<file path="src/hw/rtl/ibr_pkg.sv">
// Package of the intensity to blink rate driver: payload types, lane control,
// sequencer states, register indexes and the divide-by-255 helper.
package ibr_pkg;

  localparam int NUM_LANES = 4;
  localparam int ADDR_W    = 4;
  localparam int DATA_W    = 32;

  localparam logic [7:0] SLOW_PERIOD_RST = 8'd200;
  localparam logic [7:0] FAST_PERIOD_RST = 8'd20;
  localparam logic [6:0] MIN_ON_RST      = 7'd1;
  localparam logic [7:0] COUNT_MAX       = 8'd255;

  localparam logic [1:0] REG_SLOW_PERIOD = 2'd0;
  localparam logic [1:0] REG_FAST_PERIOD = 2'd1;
  localparam logic [1:0] REG_MIN_ON      = 2'd2;

  typedef struct packed {
    logic       opcode;
    logic [7:0] intensity_0;
    logic [7:0] intensity_1;
    logic [7:0] intensity_2;
    logic [7:0] intensity_3;
  } in_item_t;

  typedef struct packed {
    logic drive_0;
    logic drive_1;
    logic drive_2;
    logic drive_3;
  } out_item_t;

  typedef struct packed {
    logic load;
    logic tick;
    logic mul1;
    logic per;
    logic mul2;
    logic eval;
  } lane_ctl_t;

  typedef enum logic [2:0] {
    ST_IDLE,
    ST_MUL1,
    ST_PER,
    ST_MUL2,
    ST_EVAL
  } state_t;

  // Signed division by 255 truncating toward zero, for |x| below 65535.
  function automatic logic signed [9:0] div255(input logic signed [17:0] x);
    logic [15:0] mag;
    logic [16:0] sum;
    logic [8:0]  q;
    mag = x[17] ? 16'(-x) : 16'(x);
    sum = 17'(mag) + 17'(mag >> 8) + 17'd1;
    q   = sum[16:8];
    return x[17] ? -$signed({1'b0, q}) : $signed({1'b0, q});
  endfunction

endpackage

</file>
<file path="src/hw/rtl/ibr_lane.sv">
// One channel of the blink driver: intensity, phase and tick counter, with a
// shared multiplier and divide-by-255 stepped by the sequencer. Uses ibr_pkg.
module ibr_lane (
  input  logic                 clk,
  input  logic                 rst_n,
  input  ibr_pkg::lane_ctl_t   ctl,
  input  logic [7:0]           level_in,
  input  logic [7:0]           slow_period,
  input  logic [7:0]           fast_period,
  input  logic [6:0]           min_on,
  output logic                 drive_nxt
);

  logic [7:0]          level_r, level_nxt;
  logic                phase_r, phase_nxt;
  logic [7:0]          since_r, since_nxt;
  logic signed [17:0]  prod_r, prod_nxt;
  logic [7:0]          period_r, period_nxt;

  logic signed [8:0]   d1, d2, mul_b;
  logic signed [9:0]   q;
  logic signed [10:0]  per_raw, per_lo, per_c;
  logic signed [10:0]  on_raw;
  logic [7:0]          on_v, off_v, need;

  assign d1    = $signed({1'b0, slow_period}) - $signed({1'b0, fast_period});
  assign d2    = $signed({1'b0, period_r}) - $signed({1'b0, min_on, 1'b0});
  assign mul_b = ctl.mul1 ? d1 : d2;
  assign q     = ibr_pkg::div255(prod_r);

  always_comb begin
    per_raw = $signed({3'b000, slow_period}) - $signed({q[9], q});
    per_lo  = (per_raw < $signed({3'b000, fast_period})) ?
              $signed({3'b000, fast_period}) : per_raw;
    per_c   = (per_lo > $signed({3'b000, slow_period})) ?
              $signed({3'b000, slow_period}) : per_lo;
    on_raw  = $signed({4'b0000, min_on}) + $signed({q[9], q});
    if (on_raw[10]) begin
      on_v = 8'd0;
    end else if (on_raw > $signed({3'b000, period_r})) begin
      on_v = period_r;
    end else begin
      on_v = on_raw[7:0];
    end
    off_v = period_r - on_v;
    need  = phase_r ? on_v : off_v;
  end

  always_comb begin
    level_nxt  = ctl.load ? level_in : level_r;
    prod_nxt   = (ctl.mul1 || ctl.mul2) ? $signed({1'b0, level_r}) * mul_b : prod_r;
    period_nxt = ctl.per ? per_c[7:0] : period_r;
    phase_nxt  = phase_r;
    since_nxt  = since_r;
    if (ctl.tick && since_r != ibr_pkg::COUNT_MAX) begin
      since_nxt = since_r + 8'd1;
    end
    if (ctl.eval) begin
      if (level_r == 8'd0) begin
        phase_nxt = 1'b0;
        since_nxt = 8'd0;
      end else if (since_r >= need) begin
        phase_nxt = ~phase_r;
        since_nxt = 8'd0;
      end
    end
  end

  assign drive_nxt = phase_nxt;

  always_ff @(posedge clk) begin
    if (!rst_n) begin
      level_r <= 8'd0;
      phase_r <= 1'b0;
      since_r <= 8'd0;
    end else begin
      level_r <= level_nxt;
      phase_r <= phase_nxt;
      since_r <= since_nxt;
    end
  end

  always_ff @(posedge clk) begin
    prod_r   <= prod_nxt;
    period_r <= period_nxt;
  end

endmodule

</file>
<file path="src/hw/rtl/ibr_merge.sv">
// Merging stage of the blink driver: gathers the lanes' drive bits into one
// result transaction and holds it in the output register. Uses ibr_pkg.
module ibr_merge (
  input  logic                         clk,
  input  logic                         rst_n,
  input  logic                         load,
  input  logic [ibr_pkg::NUM_LANES-1:0] drive,
  input  logic                         out_stall,
  output logic                         out_valid,
  output ibr_pkg::out_item_t           out_data,
  output logic                         out_free
);

  logic               valid_r, valid_nxt;
  ibr_pkg::out_item_t data_r, data_nxt;

  assign out_free = !valid_r || !out_stall;

  always_comb begin
    valid_nxt = valid_r && out_stall;
    data_nxt  = data_r;
    if (load) begin
      valid_nxt        = 1'b1;
      data_nxt.drive_0 = drive[0];
      data_nxt.drive_1 = drive[1];
      data_nxt.drive_2 = drive[2];
      data_nxt.drive_3 = drive[3];
    end
  end

  always_ff @(posedge clk) begin
    if (!rst_n) begin
      valid_r <= 1'b0;
    end else begin
      valid_r <= valid_nxt;
    end
  end

  always_ff @(posedge clk) begin
    data_r <= data_nxt;
  end

  assign out_valid = valid_r;
  assign out_data  = data_r;

endmodule

</file>
<file path="src/hw/rtl/intensity_to_blink_rate_driver_unit.sv">
// Top level of the four-channel intensity to blink rate driver: register
// port, sequencer, lanes and merging stage. Uses ibr_pkg, ibr_lane, ibr_merge.
//
// Each transaction goes from acceptance to the result register through
// the accepting cycle, then four steps that every lane runs in
// parallel on its own multiplier and divide-by-255 (period product, period
// clamp, on-time product, on-time clamp and phase update). in_stall stays high
// from acceptance until the result is loaded; if the result register is still
// held by out_stall, the last step waits for it. The next transaction can be
// accepted while a result waits to be taken. Configuration registers sit at
// byte addresses 0, 4 and 8 and are meant to be written only while idle.
module intensity_to_blink_rate_driver_unit (
  input  logic                           clk,
  input  logic                           rst_n,
  input  logic                           in_valid,
  output logic                           in_stall,
  input  ibr_pkg::in_item_t              in_data,
  output logic                           out_valid,
  input  logic                           out_stall,
  output ibr_pkg::out_item_t             out_data,
  input  logic                           psel,
  input  logic                           penable,
  input  logic                           pwrite,
  input  logic [ibr_pkg::ADDR_W-1:0]     paddr,
  input  logic [ibr_pkg::DATA_W-1:0]     pwdata,
  output logic [ibr_pkg::DATA_W-1:0]     prdata,
  output logic                           pready
);

  logic [7:0] slow_period_r, slow_period_nxt;
  logic [7:0] fast_period_r, fast_period_nxt;
  logic [6:0] min_on_r, min_on_nxt;

  ibr_pkg::state_t   state_r, state_nxt;
  ibr_pkg::lane_ctl_t ctl;
  logic              accept;
  logic              out_free;
  logic              cfg_wr;
  logic [1:0]        reg_idx;
  logic [7:0]        lvl [ibr_pkg::NUM_LANES];
  logic [ibr_pkg::NUM_LANES-1:0] drive;

  assign pready  = 1'b1;
  assign cfg_wr  = psel && penable && pwrite;
  assign reg_idx = paddr[3:2];

  always_comb begin
    slow_period_nxt = slow_period_r;
    fast_period_nxt = fast_period_r;
    min_on_nxt      = min_on_r;
    prdata          = '0;
    unique case (reg_idx)
      ibr_pkg::REG_SLOW_PERIOD: begin
        prdata = 32'(slow_period_r);
        if (cfg_wr) slow_period_nxt = pwdata[7:0];
      end
      ibr_pkg::REG_FAST_PERIOD: begin
        prdata = 32'(fast_period_r);
        if (cfg_wr) fast_period_nxt = pwdata[7:0];
      end
      ibr_pkg::REG_MIN_ON: begin
        prdata = 32'(min_on_r);
        if (cfg_wr) min_on_nxt = pwdata[6:0];
      end
      default: begin
        prdata = '0;
      end
    endcase
  end

  always_ff @(posedge clk) begin
    if (!rst_n) begin
      slow_period_r <= ibr_pkg::SLOW_PERIOD_RST;
      fast_period_r <= ibr_pkg::FAST_PERIOD_RST;
      min_on_r      <= ibr_pkg::MIN_ON_RST;
    end else begin
      slow_period_r <= slow_period_nxt;
      fast_period_r <= fast_period_nxt;
      min_on_r      <= min_on_nxt;
    end
  end

  assign in_stall = (state_r != ibr_pkg::ST_IDLE);
  assign accept   = in_valid && !in_stall;

  always_ff @(posedge clk) begin
    if (!rst_n) begin
      state_r <= ibr_pkg::ST_IDLE;
    end else begin
      state_r <= state_nxt;
    end
  end

  always_comb begin
    state_nxt = state_r;
    ctl       = '0;
    unique case (state_r)
      ibr_pkg::ST_IDLE: begin
        ctl.load = accept && in_data.opcode;
        ctl.tick = accept && !in_data.opcode;
        if (accept) state_nxt = ibr_pkg::ST_MUL1;
      end
      ibr_pkg::ST_MUL1: begin
        ctl.mul1  = 1'b1;
        state_nxt = ibr_pkg::ST_PER;
      end
      ibr_pkg::ST_PER: begin
        ctl.per   = 1'b1;
        state_nxt = ibr_pkg::ST_MUL2;
      end
      ibr_pkg::ST_MUL2: begin
        ctl.mul2  = 1'b1;
        state_nxt = ibr_pkg::ST_EVAL;
      end
      ibr_pkg::ST_EVAL: begin
        ctl.eval = out_free;
        if (out_free) state_nxt = ibr_pkg::ST_IDLE;
      end
      default: begin
        state_nxt = ibr_pkg::ST_IDLE;
      end
    endcase
  end

  assign lvl[0] = in_data.intensity_0;
  assign lvl[1] = in_data.intensity_1;
  assign lvl[2] = in_data.intensity_2;
  assign lvl[3] = in_data.intensity_3;

  for (genvar i = 0; i < ibr_pkg::NUM_LANES; i++) begin : g_lane
    ibr_lane u_lane (
      .clk         (clk),
      .rst_n       (rst_n),
      .ctl         (ctl),
      .level_in    (lvl[i]),
      .slow_period (slow_period_r),
      .fast_period (fast_period_r),
      .min_on      (min_on_r),
      .drive_nxt   (drive[i])
    );
  end

  ibr_merge u_merge (
    .clk       (clk),
    .rst_n     (rst_n),
    .load      (ctl.eval),
    .drive     (drive),
    .out_stall (out_stall),
    .out_valid (out_valid),
    .out_data  (out_data),
    .out_free  (out_free)
  );

endmodule

</file>
<file path="config.mk">
export PLATFORM = sky130hd
export DESIGN_NAME = intensity_to_blink_rate_driver_unit
export DESIGN_NICKNAME = d
export VERILOG_FILES = /design/src/hw/rtl/ibr_pkg.sv /design/src/hw/rtl/ibr_lane.sv /design/src/hw/rtl/ibr_merge.sv /design/src/hw/rtl/intensity_to_blink_rate_driver_unit.sv
export SDC_FILE = /design/constraint.sdc
export NUM_CORES = 2
export LEC_CHECK = 0
export BUFFER_PORTS_ARGS = -buffer_cell sky130_fd_sc_hd__buf_2
export CAP_MARGIN = 20
export CORE_UTILIZATION = 50
export DETAILED_ROUTE_END_ITERATION = 8
export PLACE_DENSITY = 0.73
export SLEW_MARGIN = 20
export SYNTH_ARGS = -nofsm -noshare
export SYNTH_HDL_FRONTEND = slang
export SYNTH_HIERARCHICAL = 1
export SYNTH_SLANG_ARGS = --single-unit
</file>
<file path="constraint.sdc">
create_clock -name clk -period 18.9 [get_ports clk]
set_input_delay 1.89 -clock clk [delete_from_list [all_inputs] [get_ports clk]]
set_output_delay 1.89 -clock clk [all_outputs]
set_load 0.05 [all_outputs]
</file>
==> impl_results.md <==
- Hold crit path type: flip-flop to flip-flop
- Post-Syn Area: 32300 sq um
- Hold_buf cts: 0
- Post-Route WL: between 70 and 80 mm
- RSZ-0062 raised after global routing: no
- Startpoint Class: flip-flop
- Cell repeated most along the worst path: ha_1
- Setup Crit Path Kind: flip-flop to flip-flop
- Synth Register Bits: 199
- Antenna-violating nets left: 0
- Crit path launch: g_lane[3].u_lane/prod_r[17]
- Sequential share of power: 14.0%
- Endpoints failing setup: 0
- CTS buffer count: 17
- Hold Slack: roughly 0.53 ns
- Clock Power Share: 7.5%
- Final worst slack: 6.63 ns
- Post-CTS setup buffers: 0
- Clock buffer depth: 2
- Clock Latency Late Sink: 0.51 ns
- Slew headroom: 31.7%
- Static Leakage: 16.4 nW
- Period utilization: roughly 65%
- Power Dens Cells: 142 nW/um^2
- R2r worst-path depth: 50
- Comb pwr share: 78.5%
- CP endpoint kind: flip-flop
- Maximum vdd drop: 0.0809 mV
- Number of global-route vias before repair: about 25000
- CTS Sinks: 199
- Max cap viols: 0
- Vias: 25800
- Die Ht: 256 um
- Crit path buf inv count: 5
- Worst Max-Slew Pin Slew: slightly above 1 ns
- DP Area: roughly 33000 sq um
- Distinct cells, synth: 116
- Detailed-placement wirelength estimate: 59.8 mm
- Slowest CP cell: edfxtp_1
- Crit-path leading delay family: compound AO/OA/AOI/OAI gates
- Seq/Total Area, Yosys: 15.5%
- Net switching power: 0.00239 W
- Stages on worst setup path: 50
- Final nets: 4573
- Drt first pass iters: 5
- Fin crit period: 12.27 ns
- Yosys warnings: 6
- Post-synth EDFFs: 104
- Power Internal: 0.00243 W
- Min-delay src: g_lane[3].u_lane/since_r[1]
- Root buf cell: clkbuf_16
- Delay of the slowest critical-path stage: 1.02 ns
- Initial antenna violation count: 1
- Area grow syn2layout: 5.05%
- 1st-iter DRT viols: 1726
- Place WS: 6.82 ns
- Port bufs: 63
- Mapped Cells: 3763
- DIE AREA: 65700 sq um
- Area share of the largest cell type after synthesis: 20.6%
- Final instance area: 34000 sq um
- Crit path DAT: 12.69 ns
- Max-slew violation count: 0
- Wire per inst: around 16 um
- Pwr Total: 0.00482 W
- Std cell rows: 92
- FILL cells: 5872
- Most frequent cells in the layout: inv_1, ha_1, nand2_1, nor2_1, fa_1
- Clock transition at path regs: 0.07 ns
- Routability Congestion: approximately 0.89
- Commonest non-fill, non-tap cell in the layout: inv_1
- CTS tree: done
- Worst-path fanout max: 31
- Avg Vias per Cell: 5.56
- Async SR Flop Fraction: 0%
- Core Box Area: 63500 sq um
- CTS resizes: 0
- IO Pins: approximately 120
- Largest net degree at the start of global routing: 73
- Top cell type by total area after synthesis: ha_1
- Sw Share: 49.5%
- DR DRC count: 0
- F_max: 0.0815 GHz
- Post-synth top flop: edfxtp_1
- Worst Path Required: 19.32 ns
- Syn Area/Cell: ~8.6 sq um
- Largest cells by area after synthesis: ha_1, fa_1, edfxtp_1
- Hold Fails Final Rpt: 0
- Reg2reg start: g_lane[3].u_lane/prod_r[17]
- Initial core utilization: 50.9%
- Fin Setup TNS: 0 ns
- Gr usage total: 23.3%
- Total grt overflow: 0
- Final Skew: slightly above 0.02 ns
- Hold Path Depth: 2
- H-tree levels: 4
- First-pass GRT wire length: 125 mm
- Layout cells sized above 1: 7.13%
- Outcome: finished, final reports clean
- Die X: 256 um
-- Yosys cell counts (11+ instances only) --
master,number
buf_4,27
nand3_1,20
or4_1,15
nor2_1,206
o21a_1,43
nor3b_1,11
o22ai_1,14
fa_1,192
mux2i_1,94
o21bai_1,37
and3_1,24
clkbuf_1,74
a21o_1,79
a21oi_1,180
nand4_1,33
edfxtp_1,104
mux2_2,41
and2_1,114
a21boi_0,14
o21ai_0,131
inv_1,533
nand2b_1,58
dfxtp_1,95
xnor2_1,171
nor4_1,20
or3_1,17
or2_2,46
a31oi_1,30
ha_1,532
o31ai_1,26
nor2b_1,124
o211ai_1,11
xor2_1,78
o21ai_1,13
nor3_1,30
nand2_1,314
-- worst reg2reg max path, delay by kind of cell, from the launching register on --
kind                       cells  cell delay, ns
and+or+nand+nor               13            2.03
AOI/OAI and AO/OA             23            5.28
adders and majority gates      6            1.86
DFF                            1            1.02
buffers and inverters          5            1.14
xor gates and xnor gates       3            0.84
-- through the flow --
| step | cells | util [%] |
|---|---|---|
| global placement | 4600 | 52.6 |
| CTS | 4632 | 53.5 |
| floorplan | 3786 | - |
| detailed placement | 4600 | 52.6 |
| finish | 4634 | 53.5 |
| global route | 4633 | 53.5 |
-- power by group through the flow --
stage	combinational, W	sequential (W)	clock (W)
6_report	0.00378	0.000674	0.000363
5_1_grt	0.00431	0.000683	0.000386
4_1_cts	0.00378	0.000671	0.000374
3_5_place_dp	0.00374	0.000681	0
3_3_place_gp	0.00365	0.000679	0
2_1_floorplan	0.00300	0.000630	0
-- path summary, 6_finish.rpt --
path         slack (ns)                           to
max reg2reg        6.63  g_lane[3].u_lane/since_r[1]
min reg2reg        0.53  g_lane[3].u_lane/since_r[1]
min                0.53  g_lane[3].u_lane/since_r[1]
max                6.63  g_lane[3].u_lane/since_r[1]
-- kinds of logic after synthesis --
kind of cell	share of synthesized area, %
AOI/OAI and AO/OA	14.6
DFF	15.5
adders and majority gates	32.5
and+or+nand+nor	17.5
xor gates and xnor gates	6.90
other	0.0232
buffers and inverters	8.09
muxes	4.81
-- cell type report --
class                      instances  area, sq um  share of cell area, %
multi-input combinational       2929        24800                   73.0
clock buffer                      18          429                   1.26
sequential                       199         5020                   14.8
clock inverter                    14          121                  0.357
antenna                            2         5.00                 0.0147
tap                              846         1060                   3.12
timing repair buffer              87          495                   1.46
inverter                         539         2020                   5.96
-- registers in the layout, indices dropped and copies added (netlist names) --
register	flops
g_lane.u_lane/level_r	32
slow_period_r	8
g_lane.u_lane/period_r	32
fast_period_r	8
state_r	3
u_merge/out_data	4
g_lane.u_lane/prod_r	68
min_on_r	7
g_lane.u_lane/phase_r	4
g_lane.u_lane/since_r	32
u_merge/out_valid	1
-- metal layers --
layer | global-route usage (%) | up-vias | part of all wire [%]
met2 | 37.8 | 582 | 45
met3 | 2.66 | 76 | 5.2
li1 | - | 12800 | -
met5 | 0 | - | 0
met1 | 32.4 | 12300 | 47
met4 | 6.74 | 0 | 2.0
No activity file was read; power rests on OpenSTA's default activity.
